## src/hdl/cidx_pkg.sv

```systemverilog
// Shared constants and register codes for the column-major to row-major index generator.
package cidx_pkg;

  localparam int MAX_RANK_DEF   = 6;
  localparam int INDEX_BITS_DEF = 32;

  localparam int DIM_REGS     = 6;
  localparam int DIM_BITS     = 16;
  localparam int RANK_BITS    = 3;
  localparam int EB_BITS      = 5;
  localparam int ACC_BITS     = 36;
  localparam int IN_BITS      = 32;
  localparam int SRC_BITS     = 32;
  localparam int OFS_BITS     = 36;
  localparam int ADDR_BITS    = 5;
  localparam int DATA_BITS    = 32;

  typedef enum logic [2:0] {
    REG_RANK      = 3'd0,
    REG_DIM0      = 3'd1,
    REG_DIM1      = 3'd2,
    REG_DIM2      = 3'd3,
    REG_DIM3      = 3'd4,
    REG_DIM4      = 3'd5,
    REG_DIM5      = 3'd6,
    REG_ELEM_BYTES = 3'd7
  } reg_idx_t;

  typedef logic [DIM_REGS-1:0][DIM_BITS-1:0] dim_arr_t;

endpackage

```

## src/hdl/cidx_div_cell.sv

```systemverilog
// One restoring-division step cell: one quotient bit per cycle while en is high, hands on to its neighbour.
module cidx_div_cell #(
  parameter int IB = cidx_pkg::INDEX_BITS_DEF
) (
  input  logic                            clk,
  input  logic                            rst_n,
  input  logic                            en,
  input  logic                            act,
  input  logic [cidx_pkg::DIM_BITS-1:0]   divisor,
  input  logic                            in_vld,
  input  logic [IB-1:0]                   in_idx,
  input  logic [IB-1:0]                   in_dq,
  input  logic [cidx_pkg::DIM_BITS-1:0]   in_rem,
  input  logic [cidx_pkg::ACC_BITS-1:0]   in_acc,
  output logic                            out_vld,
  output logic [IB-1:0]                   out_idx,
  output logic [IB-1:0]                   out_dq,
  output logic [cidx_pkg::DIM_BITS-1:0]   out_rem,
  output logic [cidx_pkg::ACC_BITS-1:0]   out_acc
);

  logic                           vld_r;
  logic [IB-1:0]                  idx_r, dq_r, dq_nxt;
  logic [cidx_pkg::DIM_BITS-1:0]  rem_r, rem_nxt;
  logic [cidx_pkg::ACC_BITS-1:0]  acc_r;
  logic [cidx_pkg::DIM_BITS:0]    trial, dext;
  logic                           ge;

  always_comb begin
    trial = {in_rem, in_dq[IB-1]};
    dext  = {1'b0, divisor};
    ge    = act && (trial >= dext);
    if (!act) begin
      rem_nxt = in_rem;
      dq_nxt  = in_dq;
    end else begin
      rem_nxt = ge ? cidx_pkg::DIM_BITS'(trial - dext) : trial[cidx_pkg::DIM_BITS-1:0];
      dq_nxt  = {in_dq[IB-2:0], ge};
    end
  end

  always_ff @(posedge clk) begin
    if (!rst_n) begin
      vld_r <= 1'b0;
    end else if (en) begin
      vld_r <= in_vld;
    end
  end

  always_ff @(posedge clk) begin
    if (en) begin
      idx_r <= in_idx;
      dq_r  <= dq_nxt;
      rem_r <= rem_nxt;
      acc_r <= in_acc;
    end
  end

  assign out_vld = vld_r;
  assign out_idx = idx_r;
  assign out_dq  = dq_r;
  assign out_rem = rem_r;
  assign out_acc = acc_r;

endmodule

```

## config.mk

```make
export PLATFORM = sky130hd
export DESIGN_NAME = cidx_div_cell
export DESIGN_NICKNAME = d
export VERILOG_FILES = /design/src/hdl/cidx_pkg.sv /design/src/hdl/cidx_div_cell.sv
export SDC_FILE = /design/constraint.sdc
export NUM_CORES = 1
export LEC_CHECK = 0
export ABC_CLOCK_PERIOD_IN_PS = 2850
export BUFFER_PORTS_ARGS = -buffer_cell sky130_fd_sc_hd__buf_4
export CORE_MARGIN = 1
export CORE_UTILIZATION = 48
export CTS_BUF_LIST = sky130_fd_sc_hd__clkbuf_8
export DETAILED_ROUTE_END_ITERATION = 10
export GPL_TIMING_DRIVEN = 1
export PLACE_DENSITY = 0.82
export REMOVE_ABC_BUFFERS = 1
export SLEW_MARGIN = 5
export SYNTH_ARGS = -nofsm -noshare
export SYNTH_HDL_FRONTEND = slang
export SYNTH_SLANG_ARGS = --single-unit
```

## constraint.sdc

```tcl
create_clock -name clk -period 2.85 [get_ports clk]
set_input_delay 0 -clock clk [delete_from_list [all_inputs] [get_ports clk]]
set_output_delay 0 -clock clk [all_outputs]
set_load 0.01 [all_outputs]
```

==> results.toml <==
[outcome]
status = "finished, violations left"
violations = "negative setup slack"

[min_path]
hp-start = "in_rem[12]"
hold_path_class = "input pin to flip-flop"

[routing]
drt_pass1_iterations = 7
drc = 0
drt_wl_total_um = 22000
initialDrtViolationCount = 494
drtAntennaViolNets = 0
wire_per_inst_um = 23.9
viasPerCell = 5.78
vias = 5327

[finish]
multiInputGateArea_mm2 = 0.00168
final_layout_size_suffix_gt1_share_pct = 43.7
fin_util_pct = 83.9
layout_commonest_cell = "buf_4"
layout_common_cells = "262 x buf_4, 132 x dlygate4sd3_1, 116 x edfxtp_1"
seq_area_mm2 = 0.00350
syn_to_final_growth_pct = 70.7
fillers = 525
final_nets = 923

[global_route]
grt_usage_pct = 38.3
busiest_layer = "met2"
grt.overflow.total = 0
grt_use_met1_pct = 44.1
met3_usage_pct = 11.4
grt_max_degree = 72
grt_pass1_vias = 5245
gr-usage-met2_pct = 63.9
grt_pass1_wl_um = 31700
grt_antenna_before_repair = 2

[synthesis]
synth_warnings = 0
synth_edf_count = 116
ys_ff_latch = 117
async_reset_ff_share_pct = 0
syn_avg_cell_area_um2 = 14.3
synth_cell_types = 54
synth.yosys.seq_area_share_pct = 65.7
synthesis.area_mm2 = 0.00533
synthCells = 373
ys.flop_type = "edfxtp_1"

[setup_path]
reg2regPathDepth = 3
crit_path_end_kind = "flip-flop"
required_ns = 3.15
critPathMaxStageDelay_ns = 0.59
crit_chain = "dlygate4sd3_1 > buf_4 > ha_1 > o211ai_1 > a21oi_2 > o21a_1 > o21ai_2 > buf_4 > nand3_1 > a31oi_1 > dlygate4sd3_1"
reg2reg_from = "out_vld"
critPathSlowestCell = "dlygate4sd3_1"
cp_max_fo = 9
reg2reg_slack_ns = 1.59
path_class = "input pin to flip-flop"
cp-startpoint = "in_rem[1]"
r2r-end = "out_vld"
cp-start-kind = "input pin"
cp-endpoint = "out_rem[5]"
arrival_ns = 3.17

[place]
hpwl_um = 11900
globalplace.congestion = 0.893
port_buffers = 253

[clock_network]
cts-root-buf = "clkbuf_8"
cts.path.max_buffers = 2
cts_buffers = 17
clock_sinks = 117
cts_tree = "built"
cts.clk_slew.worst_paths_ns = 0.07
htreeDepth = 4
insertion_delay_ns = 0.43

[pwr]
vdd_drop_max_mv = 0.412
power.total_mw = 4.71
power.leakage_nw = 3.88
p_per_area_mw_per_mm2 = 518

[run]
maxCapViolCount = 0

[timing]
max_clock_freq_mhz = 349
finalHoldViolations = 0
setup_slack_ns = -0.0170
timing.final.crit_share_pct = 101
drv_slew = 0
hold_ws_ns = 0.0434
rsz0062_at_grt = "yes"
slew_headroom_pct = 46.9
worst_pin_slew_ns = 0.796
fin_worst_skew_ns = 0
setup_viol = 1
fin_crit_ns = 2.87

[floorplanning]
dieArea_mm2 = 0.0115
die_h_um = 107
coreArea_mm2 = 0.0108
die_w_um = 107
placementRows = 38
io-pin-count = 254
initial_utilization_pct = 49.2
-- critical path: cells and delay by family --
kind,cells,cell delay [ns]
fa+ha+maj,1,0.35
compound gates,5,1.11
simple gates,1,0.12
buf+inv,4,1.58
-- area by class of cell --
class	instances	area share [%]
diodes	1	0.0275
clock buffers	17	2.57
clock inverters	14	1.32
inverters	21	0.866
multi-input cells	217	18.4
flip-flops and latches	117	38.5
well taps	140	1.93
repair buffers	395	36.4
-- power breakdown --
group          total, mW  leakage, nW  switching [mW]  internal, mW
logic               1.13         2.55           0.531         0.595
registers           2.14         1.14          0.0646          2.07
clock network       1.45        0.186           0.705         0.748
total               4.71         3.88            1.30          3.41
-- registers in the layout, summed over array words and instances (netlist names) --
| register | count |
|---|---|
| out_acc | 36 |
| out_dq | 32 |
| out_idx | 32 |
| out_rem | 16 |
| out_vld | 1 |
-- worst min-delay path by stage --
stage                        endpoint  slack [ns]  cells past startpoint
after global routing      out_rem[13]        0.07                      4
after detailed placement   out_idx[0]        0.18                      1
after floorplan            out_acc[0]         0.1                      0
after CTS                 out_rem[12]        0.02                      4
after global placement    out_acc[23]        0.18                      1
final                     out_rem[12]        0.04                      4
-- timing repair --
item | CTS | global route
hold endpoints to repair | 115 | 0
hold buffers | 132 | 0
endpoints found under the setup margin | 0 | 3
gates resized for setup | 0 | 9
buffers inserted | 0 | 4
-- per-layer routing --
metal  vias to the layer above  part of all wire, %
li1                       2221                    -
met1                      2563                   35
met2                       425                   48
met3                       116                   10
met4                         2                  6.2
met5                         -                0.036
-- cell usage after synthesis (all sizes together), types with 4 or more instances --
library cell  instances  area, um^2
xnor2                 8        70.1
a21o                  5        37.5
mux2                 30         338
nand2b                4        25.0
nand4                 6        37.5
nand3                11        55.1
o21ai                18        97.6
a31oi                11        68.8
nand2                18        67.6
buf                   8        65.1
clkbuf               10        40.0
inv                  21        78.8
edfxtp              116        3480
nor2                 21        78.8
ha                   16         200
a21oi                18        97.6
a211oi                4        35.0
o21a                  4        30.0
-- cell families after synthesis --
kind of cell / count (synthesis) / synth area share, %
and+or+nand+nor: 74 / 6.76
buffers and inverters: 39 / 3.45
xor gates and xnor gates: 10 / 1.64
muxes: 32 / 6.71
adders and majority gates: 17 / 4.13
DFF: 117 / 65.7
AOI/OAI and AO/OA: 84 / 11.6
-- stage by stage --
stage | worst slack [ns] | instance area (um^2) | TNS [ns] | std cells
after floorplan | 0.702 | 5230 | 0 | 355
after detailed placement | 0.392 | 7360 | 0 | 754
after CTS | 0.00348 | 9030 | 0 | 917
final | -0.0170 | 9100 | -0.0170 | 922
after global routing | -0.0415 | 9100 | -0.0453 | 922
after global placement | 0.425 | 7360 | 0 | 754
Power figures use the tool's default switching activity.
