[config.mk]
export PLATFORM = sky130hd
export DESIGN_NAME = cidx_obuf
export DESIGN_NICKNAME = d
export VERILOG_FILES = /design/src/hdl/cidx_obuf.sv
export SDC_FILE = /design/constraint.sdc
export NUM_CORES = 1
export LEC_CHECK = 0
export BUFFER_PORTS_ARGS = -buffer_cell sky130_fd_sc_hd__buf_2
export CAP_MARGIN = 20
export CORE_UTILIZATION = 43
export CTS_BUF_LIST = sky130_fd_sc_hd__clkbuf_8 sky130_fd_sc_hd__clkbuf_16
export DETAILED_ROUTE_END_ITERATION = 8
export PLACE_DENSITY = 0.71
export REMOVE_ABC_BUFFERS = 1
export SETUP_SLACK_MARGIN = 0.02
export SLEW_MARGIN = 25
export SYNTH_ARGS = -nofsm -noshare
export SYNTH_HDL_FRONTEND = slang
export SYNTH_SLANG_ARGS = --single-unit
[constraint.sdc]
create_clock -name clk -period 1.45 [get_ports clk]
set_input_delay 0 -clock clk [delete_from_list [all_inputs] [get_ports clk]]
set_output_delay 0 -clock clk [all_outputs]
set_load 0.02 [all_outputs]
[src/hdl/cidx_obuf.sv]
// Two-entry output buffer that parts the pipeline from the result receiver.
module cidx_obuf #(
  parameter int W = 8
) (
  input  logic          clk,
  input  logic          rst_n,
  input  logic          push,
  input  logic [W-1:0]  push_data,
  output logic          full,
  output logic          out_valid,
  input  logic          out_stall,
  output logic [W-1:0]  out_data
);

  logic [1:0]   cnt_r, cnt_nxt;
  logic [W-1:0] e0_r, e1_r;
  logic         pop;

  assign pop       = (cnt_r != 2'd0) && !out_stall;
  assign full      = (cnt_r == 2'd2);
  assign out_valid = (cnt_r != 2'd0);
  assign out_data  = e0_r;
  assign cnt_nxt   = cnt_r + 2'(push) - 2'(pop);

  always_ff @(posedge clk) begin
    if (!rst_n) begin
      cnt_r <= 2'd0;
    end else begin
      cnt_r <= cnt_nxt;
    end
  end

  always_ff @(posedge clk) begin
    if (pop) begin
      e0_r <= (push && cnt_r == 2'd1) ? push_data : e1_r;
      if (push && cnt_r == 2'd2) begin
        e1_r <= push_data;
      end
    end else if (push) begin
      if (cnt_r == 2'd0) begin
        e0_r <= push_data;
      end else begin
        e1_r <= push_data;
      end
    end
  end

endmodule

==> results of run 1 <==
cells by family (layout without fill, tap and decap cells):
group	after synthesis	after routing	share of synthesized area
xor gates and xnor gates	1	1	0.0121
muxes	8	8	0.125
AOI/OAI and AO/OA	5	5	0.0571
buffers and inverters	1	37	0.00519
DFF	18	18	0.720
and+or+nand+nor	7	7	0.0640
adders and majority gates	1	1	0.0173
power by group:
group	switching [uW]	internal, uW	leakage, uW
clock network	153	188	0.0000231
registers	10.4	611	0.000168
logic	92.6	83.6	0.000216
critical path, cell delays in order, from the launching register on:
cell and delay, ps:
dfxtp_1 330, nor2b_4 140, o21bai_4 230, mux2_2 380
stage by stage:
stage	total power [uW]	worst slack [ps]
after global placement	788	146
after CTS	1160	110
after global routing	1190	53.2
after detailed placement	792	125
after floorplan	728	-124
final	1140	117
sequential cells by signal (all words and copies together), names as in the netlist:
name,count
e1_r,8
out_data,8
cnt_r,2
final timing paths:
path	endpoint	slack [ps]
hold / removal	cnt_r[0]	170
hold reg to reg	out_data[7]	550
setup reg to reg	out_data[4]	120
setup / recovery	out_data[4]	120
synthesized netlist by cell type:
| cell | instances |
|---|---|
| a21boi_0 | 1 |
| a21oi_1 | 1 |
| and2_1 | 2 |
| dfxtp_1 | 2 |
| edfxtp_1 | 16 |
| ha_1 | 1 |
| inv_1 | 1 |
| mux2_2 | 8 |
| nand2_1 | 1 |
| nand2b_1 | 1 |
| nor2_1 | 1 |
| nor2b_4 | 1 |
| o21ai_0 | 2 |
| o21bai_4 | 1 |
| or2_2 | 1 |
| xnor2_1 | 1 |
cell type report:
class / instances / area share
multi-input cells: 22 / 0.199
flip-flops and latches: 18 / 0.521
repair buffers: 32 / 0.211
inverters: 1 / 0.00376
clock buffers: 3 / 0.0414
well taps: 16 / 0.0201
clock inverters: 1 / 0.00376
routing by layer:
layer	vias up	wire, um	global-route usage
met5	-	0	0
met4	0	0	0.0727
met3	0	41	0.0255
met2	14	569	0.224
met1	201	513	0.169
li1	225	-	-
==> results.json, run 1 <==
{
  "path_clk_slew_ps": 60,
  "synth.top_cell.area_share": 0.664,
  "core_area_um2": 1540,
  "syn-mean-instance-area_um2": 17.6,
  "clockBufferDepth": 2,
  "cts_buffers": 3,
  "htreeDepth": 1,
  "cts_tree": "yes",
  "p_leak_uw": 0.000408,
  "synth_cells": 41,
  "hold_path.class": "primary input to register",
  "hold_buffers": 9,
  "finalSetupTns_ps": 0,
  "firstDrtPassIters": 2,
  "arrival_ps": 1330,
  "powerDensity_nw_per_um2": 1140,
  "setup_viol_count_final": 0,
  "max_cap_viol_count": 0,
  "hold_ws_ps": 175,
  "drtIter0Drc": 8,
  "clkSinkCount": 18,
  "hold_path_depth": 3,
  "grt_overflow": 0,
  "final_common_cell": "buf_2",
  "grt_usage": 0.137,
  "post_cts_resize_count": 0,
  "synth.distinct_cells": 16,
  "hold_violations": 0,
  "place_inst": 80,
  "route.detailed.drc": 0,
  "critPathMaxFanout": 8,
  "start_util": 0.469,
  "max_clock_freq_ghz": 0.750,
  "fillers": 127,
  "via_per_inst": 4.73,
  "yosysSeqAreaShare": 0.720,
  "die_area_um2": 1850,
  "final_cell_area_um2": 998,
  "placed_area_um2": 863,
  "nets": 91,
  "seq_area_um2": 520,
  "final_util": 0.648,
  "syn_area_um2": 723,
  "mostFrequentLayoutCells": "21 x buf_2, 16 x edfxtp_1, 9 x dlygate4sd3_1",
  "status": "finished, final reports clean",
  "skew_ps": 2.94,
  "place.gp.congestion": 0.675,
  "multi_input_area_um2": 199,
  "r2r-start": "cnt_r[0]",
  "critPathLaunchType": "register",
  "cp-startpoint": "cnt_r[0]",
  "drv_slew": 0,
  "worstMarginPinSlew_ps": 261,
  "yosysTopAreaCell": "edfxtp_1",
  "ys_ff_latch": 18,
  "avgRoutedWirePerCell_um": 12.1,
  "drt-total-wl_um": 1120,
  "vdd_ir_drop_max_v": 0.000745,
  "port_buffers": 21,
  "detailed_place_hpwl_um": 793,
  "fin_crit_sh": 0.919,
  "layout.cells.non_filler": 93,
  "ioPinCount": 22,
  "critPathKind": "register to register",
  "final_antenna_net_count": 0,
  "grt_max_degree": 11,
  "min_period_ps": 1330,
  "dieWidth_um": 43.0,
  "crit_path_end_kind": "register",
  "relSlewSlack": 0.826,
  "antenna_found_initial": 0,
  "insertion_delay_ps": 250,
  "cts_setup_buffers": 0,
  "min-delay-start": "push",
  "synth_area_leaders": "edfxtp_1 66%, mux2_2 12%, dfxtp_1 5.5%",
  "grt_pass1_vias": 420,
  "die_h_um": 43.0,
  "grt_pass1_wl_um": 1810,
  "layout-drive-gt1-share": 0.481,
  "area_delta_synth_final_pct": 38.1,
  "required_ps": 1450,
  "rows": 14,
  "rsz0062_at_grt": "no",
  "cts_root_buf": "clkbuf_8",
  "r2r_cells": 3,
  "num_antenna_cells": 0,
  "routed-via-count": 440,
  "yosysWarnings": 0
}
Power figures use the tool's default switching activity.
==> run 2: changes to the inputs <==
==> constraint.sdc (replaced) <==
create_clock -name clk -period 1.45 [get_ports clk]
set_input_delay 0.2175 -clock clk [delete_from_list [all_inputs] [get_ports clk]]
set_output_delay 0.2175 -clock clk [all_outputs]
set_load 0.02 [all_outputs]
==> results.json, run 2 (same netlist as run 1, synthesis figures left out) <==
{
  "drt-total-wl_um": 1070,
  "mostFrequentLayoutCells": "21 x buf_2, 16 x edfxtp_1, 8 x mux2_2",
  "arrival_ps": 1320,
  "final_common_cell": "buf_2",
  "worstMarginPinSlew_ps": 255,
  "clkSinkCount": 18,
  "fin_crit_sh": 0.915,
  "drv_slew": 0,
  "area_delta_synth_final_pct": 25.6,
  "crit_path_end_kind": "register",
  "route.detailed.drc": 0,
  "layout.cells.non_filler": 84,
  "powerDensity_nw_per_um2": 1230,
  "ioPinCount": 22,
  "skew_ps": 3.10,
  "path_clk_slew_ps": 60,
  "fillers": 137,
  "num_antenna_cells": 0,
  "hold_path.class": "primary input to register",
  "grt_usage": 0.132,
  "via_per_inst": 4.89,
  "grt_max_degree": 11,
  "detailed_place_hpwl_um": 793,
  "cts_setup_buffers": 0,
  "layout-drive-gt1-share": 0.544,
  "status": "finished, final reports clean",
  "max_cap_viol_count": 0,
  "hold_ws_ps": 155,
  "critPathKind": "register to register",
  "rsz0062_at_grt": "no",
  "insertion_delay_ps": 250,
  "die_h_um": 43.0,
  "dieWidth_um": 43.0,
  "grt_pass1_wl_um": 1740,
  "vdd_ir_drop_max_v": 0.000748,
  "routed-via-count": 411,
  "cts_root_buf": "clkbuf_8",
  "seq_area_um2": 520,
  "grt_overflow": 0,
  "min_period_ps": 1330,
  "htreeDepth": 1,
  "cts_buffers": 3,
  "critPathLaunchType": "register",
  "final_antenna_net_count": 0,
  "port_buffers": 21,
  "max_clock_freq_ghz": 0.754,
  "hold_buffers": 0,
  "required_ps": 1450,
  "die_area_um2": 1850,
  "place_inst": 80,
  "drtIter0Drc": 5,
  "hold_violations": 0,
  "firstDrtPassIters": 2,
  "worst_slack_ps": 124,
  "relSlewSlack": 0.829,
  "p_leak_uw": 0.000370,
  "clockBufferDepth": 2,
  "cts_tree": "yes",
  "antenna_found_initial": 0,
  "pre_cts_ws_ps": 125,
  "core_area_um2": 1540,
  "grt_pass1_vias": 398,
  "setup_viol_count_final": 0,
  "rows": 14,
  "critPathMaxFanout": 8,
  "multi_input_area_um2": 199,
  "start_util": 0.469,
  "avgRoutedWirePerCell_um": 12.8,
  "nets": 82,
  "post_cts_resize_count": 0,
  "place.gp.congestion": 0.675
}
run 2: power by group:
part | switching, uW | internal [uW]
logic | 89.5 | 67.9
clock network | 152 | 188
registers | 10.4 | 611
run 2: cell type report:
class / count / area share
clock buffer: 3 / 0.0455
inverter: 1 / 0.00413
timing repair buffer: 23 / 0.132
sequential: 18 / 0.573
multi-input combinational: 22 / 0.219
clock inverter: 1 / 0.00413
tap: 16 / 0.0220
run 2: worst paths after layout:
kind,startpoint,to,slack (ps),cells past startpoint
setup / recovery,cnt_r[0],out_data[4],120,3
hold / removal,push_data[1],e1_r[1],160,1
setup reg to reg,cnt_r[0],out_data[4],120,3
hold reg to reg,e1_r[7],out_data[7],550,1
run 2: per-layer routing:
layer,part of all wire,GRT usage
met4,0,0.0727
met3,0.040,0.0255
met5,0,0
met2,0.52,0.218
met1,0.44,0.162
run 2: per-stage QoR:
step	cell area (um^2)	TNS (ps)	utilization	total power, uW
after floorplan	723	-1600	-	728
after global placement	863	0	0.560	788
after detailed placement	863	0	0.560	792
after CTS	908	0	0.589	1140
after global routing	908	0	0.589	1180
final	908	0	0.589	1120
run 2: critical path, stage by stage (launching register included):
cell,delay (ps)
dfxtp_1,330
nor2b_4,140
o21bai_4,230
mux2_2,370
==> run 3: changes to the inputs <==
Settings changed: REMOVE_ABC_BUFFERS 1 to not set.
==> results.json, run 3 (same netlist as run 1, synthesis figures left out) <==
{
  "htreeDepth": 1,
  "required_ps": 1450,
  "hold_buffers": 0,
  "post_cts_resize_count": 0,
  "place.gp.congestion": 0.608,
  "path_clk_slew_ps": 60,
  "insertion_delay_ps": 250,
  "port_buffers": 21,
  "start_util": 0.469,
  "use_met3": 0.0298,
  "mostFrequentLayoutCells": "21 x buf_2, 16 x edfxtp_1, 8 x mux2_2",
  "use_met1": 0.175,
  "core_area_um2": 1540,
  "max_clock_freq_ghz": 0.743,
  "antenna_found_initial": 0,
  "p_total_uw": 1120,
  "drv_slew": 0,
  "cts_tree": "yes",
  "rows": 14,
  "min_period_ps": 1350,
  "pre_cts_ws_ps": 107,
  "final_antenna_net_count": 0,
  "critPathLaunchType": "register",
  "firstDrtPassIters": 4,
  "grt_max_degree": 11,
  "ioPinCount": 22,
  "die_h_um": 43.0,
  "cts_setup_buffers": 0,
  "grt_use_met2": 0.209,
  "final_util": 0.597,
  "skew_ps": 1.17,
  "via_per_inst": 5.01,
  "critPathMaxFanout": 8,
  "route.detailed.drc": 0,
  "layout-drive-gt1-share": 0.565,
  "cts_buffers": 3,
  "vdd_ir_drop_max_v": 0.000715,
  "grt_pass1_vias": 409,
  "crit_path_end_kind": "register",
  "regToRegSetupSlack_ps": 100,
  "grt_pass1_wl_um": 1750,
  "relSlewSlack": 0.820,
  "nets": 83,
  "arrival_ps": 1340,
  "status": "finished, final reports clean",
  "drt-total-wl_um": 1110,
  "grt_usage": 0.132,
  "worstMarginPinSlew_ps": 269,
  "p_leak_uw": 0.000380,
  "finalSetupTns_ps": 0,
  "dieWidth_um": 43.0,
  "hold_ws_ps": 158,
  "final_common_cell": "buf_2",
  "hold_violations": 0,
  "area_delta_synth_final_pct": 27.2,
  "num_antenna_cells": 0,
  "die_area_um2": 1850,
  "clockBufferDepth": 2,
  "worst_slack_ps": 104,
  "clkSinkCount": 18,
  "powerDensity_nw_per_um2": 1220,
  "cts_root_buf": "clkbuf_8",
  "syn_nets": 54,
  "hold_path.class": "primary input to register",
  "drtIter0Drc": 8,
  "avgRoutedWirePerCell_um": 13.0,
  "top_usage_layer": "met2",
  "rsz0062_at_grt": "no",
  "routed-via-count": 426,
  "max_cap_viol_count": 0,
  "grt_overflow": 0,
  "setup_viol_count_final": 0,
  "critPathKind": "register to register",
  "fin_crit_sh": 0.928
}
-- run 3: cell count changes in the layout (fill, tap and decap cells not counted), sizes merged --
cell,change
inv,+1
clkinv,-1
buf,+1
-- run 3: area by class of cell --
class / count / area, um^2
inverter: 1 / 3.75
fill: 132 / 622
tap: 16 / 20.0
sequential: 18 / 520
timing repair buffer: 24 / 128
clock buffer: 3 / 41.3
clock inverter: 1 / 3.75
multi-input combinational: 22 / 203
-- run 3: path summary, 6_finish.rpt --
check,from,endpoint,cells after the start
min reg2reg,e1_r[4],out_data[4],1
min,push_data[4],e1_r[4],1
max reg2reg,cnt_r[0],out_data[1],3
max,cnt_r[0],out_data[1],3
-- run 3: routing by layer --
| layer | up-vias | routed length, um |
|---|---|---|
| li1 | 211 | - |
| met1 | 197 | 464 |
| met2 | 18 | 557 |
| met3 | 0 | 87 |
| met4 | 0 | 0 |
| met5 | - | 0 |
-- run 3: worst max-delay path, stage by stage, from the launching register on --
cell and delay (ps):
dfxtp_1 340, nor2b_4 140, o21bai_4 240, mux2_2 380
-- run 3: power breakdown --
| part | internal (uW) | switching, uW | leakage (uW) |
|---|---|---|---|
| Combinational | 70.5 | 92.6 | 0.000185 |
| Clock | 187 | 152 | 0.0000269 |
| Sequential | 611 | 11.0 | 0.000168 |
-- run 3: per-stage QoR --
stage               cell area, um^2  std cells
CTS                             920         85
global route                    920         85
global placement                875         81
finish                          920         85
detailed placement              875         81
floorplan                       727         41
