`src/hdl/cidx_pkg.sv`:
```
// Shared constants and register codes for the column-major to row-major index generator.
package cidx_pkg;

  localparam int MAX_RANK_DEF   = 6;
  localparam int INDEX_BITS_DEF = 32;

  localparam int DIM_REGS     = 6;
  localparam int DIM_BITS     = 16;
  localparam int RANK_BITS    = 3;
  localparam int EB_BITS      = 5;
  localparam int ACC_BITS     = 36;
  localparam int IN_BITS      = 32;
  localparam int SRC_BITS     = 32;
  localparam int OFS_BITS     = 36;
  localparam int ADDR_BITS    = 5;
  localparam int DATA_BITS    = 32;

  typedef enum logic [2:0] {
    REG_RANK      = 3'd0,
    REG_DIM0      = 3'd1,
    REG_DIM1      = 3'd2,
    REG_DIM2      = 3'd3,
    REG_DIM3      = 3'd4,
    REG_DIM4      = 3'd5,
    REG_DIM5      = 3'd6,
    REG_ELEM_BYTES = 3'd7
  } reg_idx_t;

  typedef logic [DIM_REGS-1:0][DIM_BITS-1:0] dim_arr_t;

endpackage

```
`src/hdl/cidx_mac_cell.sv`:
```
// Horner cell: fold one coordinate into the column-major source index.
module cidx_mac_cell #(
  parameter int IB = cidx_pkg::INDEX_BITS_DEF
) (
  input  logic                            clk,
  input  logic                            rst_n,
  input  logic                            en,
  input  logic                            act,
  input  logic                            first,
  input  logic [cidx_pkg::DIM_BITS-1:0]   dim,
  input  logic                            in_vld,
  input  logic [IB-1:0]                   in_idx,
  input  logic [IB-1:0]                   in_q,
  input  logic [cidx_pkg::DIM_BITS-1:0]   in_coord,
  input  logic [cidx_pkg::ACC_BITS-1:0]   in_acc,
  output logic                            out_vld,
  output logic [IB-1:0]                   out_idx,
  output logic [IB-1:0]                   out_q,
  output logic [cidx_pkg::ACC_BITS-1:0]   out_acc
);

  logic                           vld_r;
  logic [IB-1:0]                  idx_r, q_r;
  logic [cidx_pkg::ACC_BITS-1:0]  acc_r, acc_nxt;

  always_comb begin
    if (!act) begin
      acc_nxt = in_acc;
    end else if (first) begin
      acc_nxt = cidx_pkg::ACC_BITS'(in_coord);
    end else begin
      acc_nxt = cidx_pkg::ACC_BITS'(in_acc * dim) + cidx_pkg::ACC_BITS'(in_coord);
    end
  end

  always_ff @(posedge clk) begin
    if (!rst_n) begin
      vld_r <= 1'b0;
    end else if (en) begin
      vld_r <= in_vld;
    end
  end

  always_ff @(posedge clk) begin
    if (en) begin
      idx_r <= in_idx;
      q_r   <= in_q;
      acc_r <= acc_nxt;
    end
  end

  assign out_vld = vld_r;
  assign out_idx = idx_r;
  assign out_q   = q_r;
  assign out_acc = acc_r;

endmodule

```
`config.mk`:
```
export PLATFORM = sky130hd
export DESIGN_NAME = cidx_mac_cell
export DESIGN_NICKNAME = d
export VERILOG_FILES = /design/src/hdl/cidx_pkg.sv /design/src/hdl/cidx_mac_cell.sv
export SDC_FILE = /design/constraint.sdc
export NUM_CORES = 1
export LEC_CHECK = 0
export BUFFER_PORTS_ARGS = -buffer_cell sky130_fd_sc_hd__buf_2
export CORE_UTILIZATION = 56
export CTS_BUF_LIST = sky130_fd_sc_hd__clkbuf_8
export DETAILED_ROUTE_END_ITERATION = 8
export MAX_ROUTING_LAYER = met4
export PLACE_DENSITY = 0.81
export SETUP_SLACK_MARGIN = 0.02
export SLEW_MARGIN = 0
export SYNTH_ARGS = -nofsm -noshare
export SYNTH_HDL_FRONTEND = slang
export SYNTH_SLANG_ARGS = --single-unit
```
`constraint.sdc`:
```
create_clock -name clk -period 7.3 [get_ports clk]
set_input_delay 1.095 -clock clk [delete_from_list [all_inputs] [get_ports clk]]
set_output_delay 1.095 -clock clk [all_outputs]
set_load 0.005 [all_outputs]
```
==> flow_summary.html, run 1 <==
<table>
<tr><th>Metric</th><th>Value</th></tr>
<tr><th colspan="2">Critical path</th></tr>
<tr><td>Worst Reg-to-Reg Cells</td><td>2</td></tr>
<tr><td>Element type at the critical path start</td><td>input port</td></tr>
<tr><td>Longest individual stage delay on the worst path</td><td>0.58 ns</td></tr>
<tr><td>Critical-path cell with the highest stage delay</td><td>sky130_fd_sc_hd__fa_1</td></tr>
<tr><td>WP data arrival</td><td>7.17 ns</td></tr>
<tr><td>Dominant cell type by count on the critical path</td><td>sky130_fd_sc_hd__fa_1</td></tr>
<tr><td>CP cell instances</td><td>buf_2 -&gt; nand2_1 -&gt; fa_1 -&gt; fa_1 -&gt; fa_1 -&gt; fa_1 -&gt; inv_1 -&gt; fa_1 -&gt; inv_1 -&gt; fa_1 -&gt; inv_1 -&gt; ha_1 -&gt; a21oi_1 -&gt; o21ai_1 -&gt; a211oi_1 -&gt; a211oi_1 -&gt; buf_4 -&gt; nor2_1 -&gt; a211oi_1 -&gt; buf_4 -&gt; a221oi_2 -&gt; xnor2_1 -&gt; a22o_1</td></tr>
<tr><td>Critical path fanouts, max</td><td>23</td></tr>
<tr><td>Required time of the critical path</td><td>7.47 ns</td></tr>
<tr><td>Worst Setup Path Type</td><td>in2reg</td></tr>
<tr><td>Crit end category</td><td>register</td></tr>
<tr><th colspan="2">STA</th></tr>
<tr><td>Min cycle time layout</td><td>7.00 ns</td></tr>
<tr><td>Final clock skew</td><td>0 ns</td></tr>
<tr><td>Final-report setup violation count</td><td>0</td></tr>
<tr><td>Worst relative slew slack</td><td>0.392</td></tr>
<tr><td>Worst-margin pin slew</td><td>0.912 ns</td></tr>
<tr><td>Fin worst setup slack</td><td>0.302 ns</td></tr>
<tr><td>Slew Limit Fails</td><td>0</td></tr>
<tr><td>Total count of hold-check failures in the final report</td><td>0</td></tr>
<tr><td>Highest clock frequency the design can meet</td><td>0.143 GHz</td></tr>
<tr><td>Part of the cycle the worst path needs</td><td>0.959</td></tr>
<tr><td>RSZ-0062 raised after global routing</td><td>false</td></tr>
<tr><th colspan="2">Floorplan</th></tr>
<tr><td>Die Width</td><td>181 um</td></tr>
<tr><td>Initial standard-cell utilization of the core</td><td>0.568</td></tr>
<tr><td>Height of the die</td><td>181 um</td></tr>
<tr><td>Std-Cell Rows</td><td>65</td></tr>
<tr><td>Placeable core region</td><td>0.0315 sq mm</td></tr>
<tr><td>Die area</td><td>0.0326 sq mm</td></tr>
<tr><td>Top Ports</td><td>239</td></tr>
<tr><th colspan="2">Placed design</th></tr>
<tr><td>Port-buffer cells</td><td>238</td></tr>
<tr><td>GPL Wtd Cong</td><td>0.961</td></tr>
<tr><td>Half-perimeter wire length after placement</td><td>36,500 um</td></tr>
<tr><td>Setup WS pre-CTS</td><td>-0.0936 ns</td></tr>
<tr><th colspan="2">Cells and area</th></tr>
<tr><td>Fraction of layout cells with a size suffix above 1</td><td>0.149</td></tr>
<tr><td>Commonest cells after routing, fill and taps aside</td><td>sky130_fd_sc_hd__inv_1 (504), sky130_fd_sc_hd__fa_1 (375), sky130_fd_sc_hd__nand2_1 (289), sky130_fd_sc_hd__buf_2 (236), sky130_fd_sc_hd__and2_1 (186)</td></tr>
<tr><td>Most frequent standard cell in the layout excluding fill and tap cells</td><td>sky130_fd_sc_hd__inv_1</td></tr>
<tr><td>Antenna fix cells</td><td>0</td></tr>
<tr><td>Synth-to-layout area growth</td><td>11.1%</td></tr>
<tr><td>Filler Cells Inserted</td><td>2,576</td></tr>
<tr><td>Final net count</td><td>2,692</td></tr>
<tr><th colspan="2">CTS</th></tr>
<tr><td>Root buf cell</td><td>sky130_fd_sc_hd__clkbuf_8</td></tr>
<tr><td>Count of clock tree sinks</td><td>101</td></tr>
<tr><td>Post-CTS setup buffer count</td><td>0</td></tr>
<tr><td>Number of CTS-inserted buffers</td><td>9</td></tr>
<tr><td>Max clock buf depth</td><td>2</td></tr>
<tr><td>Clock edge transition at the registers on the reported setup and hold paths</td><td>0.11 ns</td></tr>
<tr><td>Clock insertion delay at the later pin of the skew report</td><td>0.40 ns</td></tr>
<tr><td>Number of levels the H-tree was split into</td><td>3</td></tr>
<tr><td>Clock tree from TritonCTS</td><td>yes</td></tr>
<tr><th colspan="2">Global route</th></tr>
<tr><td>Via count of the first global-routing pass</td><td>14.8k</td></tr>
<tr><td>Number of antenna violations at the first check in global routing</td><td>0</td></tr>
<tr><td>Largest net degree at the start of global routing</td><td>74</td></tr>
<tr><td>Combined global-route utilization of all metal layers</td><td>0.308</td></tr>
<tr><td>Global route overflow</td><td>0</td></tr>
<tr><td>Wire length of the first global-routing pass</td><td>75,200 um</td></tr>
<tr><th colspan="2">Synthesis</th></tr>
<tr><td>Synthesized area per cell</td><td>9.51 sq um</td></tr>
<tr><td>Synth Register Bits</td><td>101</td></tr>
<tr><td>Mapped Nets</td><td>2,483</td></tr>
<tr><td>Post-synth EDFFs</td><td>100</td></tr>
<tr><td>Number of library cell types mapped by synthesis</td><td>50</td></tr>
<tr><td>Dominant register cell in the synthesized netlist</td><td>sky130_fd_sc_hd__edfxtp_1</td></tr>
<tr><td>Number of instances in the synthesized netlist</td><td>1,879</td></tr>
<tr><td>Async set-reset flop share out of synthesis</td><td>0</td></tr>
<tr><td>Sequential element share of the synthesized area</td><td>0.169</td></tr>
<tr><td>Number of synthesis warnings</td><td>0</td></tr>
<tr><td>Syn Std Cell Area</td><td>0.0179 sq mm</td></tr>
<tr><th colspan="2">Min path</th></tr>
<tr><td>Count of cells along the worst hold path</td><td>2</td></tr>
<tr><td>Worst min-delay path category</td><td>reg2reg</td></tr>
<tr><th colspan="2">Route</th></tr>
<tr><td>First DRT Iteration DRCs</td><td>929</td></tr>
<tr><td>Remaining design rule violation count</td><td>0</td></tr>
<tr><td>WL/cell</td><td>18.4 um</td></tr>
<tr><td>Antenna Nets Post-Route</td><td>0</td></tr>
<tr><td>Detailed-route vias per instance</td><td>5.39</td></tr>
<tr><td>Number of vias after detailed routing</td><td>13.5k</td></tr>
<tr><td>First-pass detailed-route iteration total</td><td>6</td></tr>
<tr><td>Final routed wirelength across all metal layers</td><td>45,800 um</td></tr>
<tr><th colspan="2">Run status</th></tr>
<tr><td>Result of the run</td><td>complete, no violations</td></tr>
<tr><th colspan="2">Run</th></tr>
<tr><td>Number of maximum-capacitance constraint violations</td><td>0</td></tr>
</table>
## synth_stat cells (all sizes together) (13+ instances only)
cell type	count	area [sq um]
nand2	289	1080
edfxtp	100	3000
xnor2	42	368
a21oi	48	244
and2	186	1160
inv	504	1890
xor2	13	114
nor2	28	105
clkbuf	81	304
fa	375	7510
ha	91	1140
o21ai	22	118
a22o	17	149
## metrics by stage
stage,cells,hold WS [ns],area [sq um],TNS (ns),utilization
detailed placement,2479,0.505,19600,-0.333,0.624
global placement,2479,0.497,19600,0,0.624
global route,2495,0.569,19900,0,0.631
finish,2495,0.521,19900,0,0.631
CTS,2495,0.533,19900,0,0.631
floorplan,1879,0.507,17900,0,-
## layer usage
layer	vias to the layer above	part of all wire	global-route usage
li1	5898	-	-
met1	6805	0.37	0.369
met2	618	0.51	0.529
met3	132	0.078	0.0398
met4	0	0.037	0.118
met5	-	0	-
## timing repair
action	CTS	global route
hold buffers	0	0
gates resized for setup	0	1
endpoints found under the setup margin	0	1
## final cells by class
| type | count | area [sq um] | area share |
|---|---|---|---|
| Clock buffer | 9 | 124 | 0.00624 |
| Clock inverter | 7 | 91.3 | 0.00460 |
| Inverter | 504 | 1890 | 0.0953 |
| Multi-Input combinational cell | 1189 | 12600 | 0.637 |
| Sequential cell | 101 | 3020 | 0.152 |
| Tap cell | 402 | 503 | 0.0253 |
| Timing Repair Buffer | 283 | 1580 | 0.0798 |
## sequential cells by signal, summed over array words and instances (netlist names)
name,count
out_vld,1
out_q,32
out_acc,36
out_idx,32
## critical path, delay by kind of cell
family,cells,cell delay [ns]
adder cells (fa/ha/maj),7,3.33
AO/OA/AOI/OAI,7,1.43
buffers and inverters,6,0.89
AND/OR/NAND/NOR,2,0.28
XOR/XNOR,1,0.10
## worst paths after layout
kind / end / start / slack, ns
max: out_acc[35] / dim[3] / 0.30
min: out_vld / out_vld / 0.52
max reg2reg: out_vld / out_vld / 6.71
min reg2reg: out_vld / out_vld / 0.52
## kinds of logic after synthesis
logic type	count (synthesis)	share of synthesized area
buffers and inverters	589	0.124
adders and majority gates	466	0.484
and+or+nand+nor	526	0.140
AOI/OAI and AO/OA	134	0.0521
muxes	8	0.00462
DFF	101	0.169
xor gates and xnor gates	55	0.0269
Power of run 1 is left out: the tool's default activity adds up to more than one toggle a clock period on the data nets, which glitch-free logic cannot reach.
==> inputs of run 2 (changes only) <==
CORE_UTILIZATION = 50   (was 56)
PLACE_DENSITY = 0.73   (was 0.81)
REMOVE_ABC_BUFFERS = 1   (was default)
==> flow_summary.html, run 2 (same netlist as run 1, synthesis figures left out) <==
<table>
<tr><th>Metric</th><th>Value</th></tr>
<tr><th colspan="2">Critical path</th></tr>
<tr><td>Crit end category</td><td>register</td></tr>
<tr><td>Worst-case register-to-register setup slack</td><td>6.69 ns</td></tr>
<tr><td>Worst Reg-to-Reg Cells</td><td>2</td></tr>
<tr><td>Critical R2R Launch</td><td>out_vld</td></tr>
<tr><td>Required time of the critical path</td><td>7.46 ns</td></tr>
<tr><td>Element type at the critical path start</td><td>input port</td></tr>
<tr><td>WP data arrival</td><td>7.16 ns</td></tr>
<tr><td>Worst Setup Path Type</td><td>in2reg</td></tr>
<tr><td>Worst r2r dst</td><td>out_vld</td></tr>
<tr><td>Critical path fanouts, max</td><td>23</td></tr>
<tr><th colspan="2">Floorplan</th></tr>
<tr><td>Std-Cell Rows</td><td>68</td></tr>
<tr><td>Height of the die</td><td>191 um</td></tr>
<tr><td>Initial standard-cell utilization of the core</td><td>0.513</td></tr>
<tr><td>Die Width</td><td>191 um</td></tr>
<tr><td>Top Ports</td><td>239</td></tr>
<tr><td>Die area</td><td>0.0365 sq mm</td></tr>
<tr><td>Placeable core region</td><td>0.0349 sq mm</td></tr>
<tr><th colspan="2">CTS</th></tr>
<tr><td>Number of CTS-inserted buffers</td><td>9</td></tr>
<tr><td>Clock edge transition at the registers on the reported setup and hold paths</td><td>0.11 ns</td></tr>
<tr><td>Number of hold-repair buffers added at the cts stage</td><td>0</td></tr>
<tr><td>Post-CTS setup buffer count</td><td>0</td></tr>
<tr><td># resized after CTS</td><td>0</td></tr>
<tr><td>Count of clock tree sinks</td><td>101</td></tr>
<tr><td>Clock insertion delay at the later pin of the skew report</td><td>0.39 ns</td></tr>
<tr><td>Clock tree from TritonCTS</td><td>yes</td></tr>
<tr><td>Number of levels the H-tree was split into</td><td>3</td></tr>
<tr><td>Max clock buf depth</td><td>2</td></tr>
<tr><td>Root buf cell</td><td>sky130_fd_sc_hd__clkbuf_8</td></tr>
<tr><th colspan="2">Cells and area</th></tr>
<tr><td>Filler-free cell count of the finished design</td><td>2,541</td></tr>
<tr><td>Most frequent standard cell in the layout excluding fill and tap cells</td><td>sky130_fd_sc_hd__inv_1</td></tr>
<tr><td>Commonest cells after routing, fill and taps aside</td><td>sky130_fd_sc_hd__inv_1 (504), sky130_fd_sc_hd__fa_1 (375), sky130_fd_sc_hd__nand2_1 (289), sky130_fd_sc_hd__buf_2 (232), sky130_fd_sc_hd__and2_1 (186)</td></tr>
<tr><td>Final net count</td><td>2,685</td></tr>
<tr><td>Largest register FFs</td><td>36</td></tr>
<tr><td>Synth-to-layout area growth</td><td>11.0%</td></tr>
<tr><td>Fraction of layout cells with a size suffix above 1</td><td>0.146</td></tr>
<tr><td>Antenna fix cells</td><td>0</td></tr>
<tr><th colspan="2">Route</th></tr>
<tr><td>Remaining design rule violation count</td><td>0</td></tr>
<tr><td>Number of vias after detailed routing</td><td>13.4k</td></tr>
<tr><td>Detailed-route vias per instance</td><td>5.27</td></tr>
<tr><td>Antenna Nets Post-Route</td><td>0</td></tr>
<tr><td>Final routed wirelength across all metal layers</td><td>48,900 um</td></tr>
<tr><td>WL/cell</td><td>19.2 um</td></tr>
<tr><td>First DRT Iteration DRCs</td><td>1,168</td></tr>
<tr><td>First-pass detailed-route iteration total</td><td>5</td></tr>
<tr><th colspan="2">Placed design</th></tr>
<tr><td>Half-perimeter wire length after placement</td><td>40,100 um</td></tr>
<tr><td># placed instances</td><td>2,525</td></tr>
<tr><td>GPL Wtd Cong</td><td>0.912</td></tr>
<tr><td>Port-buffer cells</td><td>238</td></tr>
<tr><th colspan="2">Min path</th></tr>
<tr><td>Origin of the worst min-delay path</td><td>out_vld</td></tr>
<tr><td>Worst min-delay path category</td><td>reg2reg</td></tr>
<tr><td>Count of cells along the worst hold path</td><td>2</td></tr>
<tr><td>Worst hold path endpoint</td><td>out_vld</td></tr>
<tr><th colspan="2">STA</th></tr>
<tr><td>RSZ-0062 raised after global routing</td><td>false</td></tr>
<tr><td>Min cycle time layout</td><td>6.99 ns</td></tr>
<tr><td>Worst relative slew slack</td><td>0.435</td></tr>
<tr><td>Slew Limit Fails</td><td>0</td></tr>
<tr><td>Final-report setup violation count</td><td>0</td></tr>
<tr><td>Highest clock frequency the design can meet</td><td>0.143 GHz</td></tr>
<tr><td>Part of the cycle the worst path needs</td><td>0.958</td></tr>
<tr><td>Worst-margin pin slew</td><td>0.845 ns</td></tr>
<tr><td>Total count of hold-check failures in the final report</td><td>0</td></tr>
<tr><td>Final clock skew</td><td>0 ns</td></tr>
<tr><th colspan="2">Global route</th></tr>
<tr><td>Largest net degree at the start of global routing</td><td>57</td></tr>
<tr><td>Global route overflow</td><td>0</td></tr>
<tr><td>Number of antenna violations at the first check in global routing</td><td>0</td></tr>
<tr><td>Combined global-route utilization of all metal layers</td><td>0.291</td></tr>
<tr><td>Via count of the first global-routing pass</td><td>14.6k</td></tr>
<tr><td>Wire length of the first global-routing pass</td><td>77,900 um</td></tr>
<tr><th colspan="2">Run</th></tr>
<tr><td>Number of maximum-capacitance constraint violations</td><td>0</td></tr>
<tr><th colspan="2">Run status</th></tr>
<tr><td>Result of the run</td><td>complete, no violations</td></tr>
</table>
## run 2: worst max path at each step
| stage | startpoint | to | slack, ns | cells after the start |
|---|---|---|---|---|
| after floorplan | in_acc[17] | out_acc[30] | 0.75 | 20 |
| after global placement | dim[1] | out_acc[33] | -0.08 | 22 |
| after detailed placement | dim[1] | out_acc[33] | -0.20 | 22 |
| after CTS | dim[1] | out_acc[33] | 0.21 | 22 |
| after global routing | dim[6] | out_acc[33] | 0.02 | 22 |
| final | dim[6] | out_acc[33] | 0.31 | 22 |
## run 2: critical path, stage by stage
cell	delay, ns
sky130_fd_sc_hd__buf_2	0.42
sky130_fd_sc_hd__and2_1	0.22
sky130_fd_sc_hd__fa_1	0.42
sky130_fd_sc_hd__inv_1	0.08
sky130_fd_sc_hd__fa_1	0.45
sky130_fd_sc_hd__fa_1	0.50
sky130_fd_sc_hd__fa_1	0.55
sky130_fd_sc_hd__inv_1	0.05
sky130_fd_sc_hd__fa_1	0.48
sky130_fd_sc_hd__inv_1	0.06
sky130_fd_sc_hd__fa_1	0.48
sky130_fd_sc_hd__inv_1	0.05
sky130_fd_sc_hd__ha_1	0.31
sky130_fd_sc_hd__a21oi_1	0.08
sky130_fd_sc_hd__o21ai_1	0.30
sky130_fd_sc_hd__a211oi_1	0.16
sky130_fd_sc_hd__a211oi_1	0.42
sky130_fd_sc_hd__nor2_1	0.14
sky130_fd_sc_hd__a211oi_1	0.36
sky130_fd_sc_hd__a21oi_1	0.15
sky130_fd_sc_hd__xnor2_1	0.15
sky130_fd_sc_hd__a22o_1	0.20
## run 2: area by class of cell
type | count | area [sq um]
timing repair buffer | 276 | 1490
clock inverter | 7 | 101
sequential | 101 | 3020
inverter | 504 | 1890
clock buffer | 9 | 124
fill | 3101 | 15000
tap | 455 | 569
multi-input combinational | 1189 | 12600
## run 2: metal layers
layer | vias to the layer above | part of all wire | track usage
li1 | 5878 | - | -
met1 | 6811 | 0.39 | 0.371
met2 | 579 | 0.50 | 0.476
met3 | 118 | 0.081 | 0.0437
met4 | 0 | 0.037 | 0.0971
met5 | - | 0 | -
## run 2: stage by stage
step / utilization / setup TNS (ns) / worst slack, ns / cell area, sq um / hold WS (ns)
after floorplan: - / 0 / 0.746 / 17600 / 0.507
after global placement: 0.562 / -0.115 / -0.0750 / 19600 / 0.499
after detailed placement: 0.562 / -0.409 / -0.203 / 19600 / 0.520
after CTS: 0.569 / 0 / 0.210 / 19800 / 0.551
after global routing: 0.569 / 0 / 0.0245 / 19800 / 0.574
final: 0.569 / 0 / 0.307 / 19800 / 0.549
Power of run 2 is left out for the same reason.
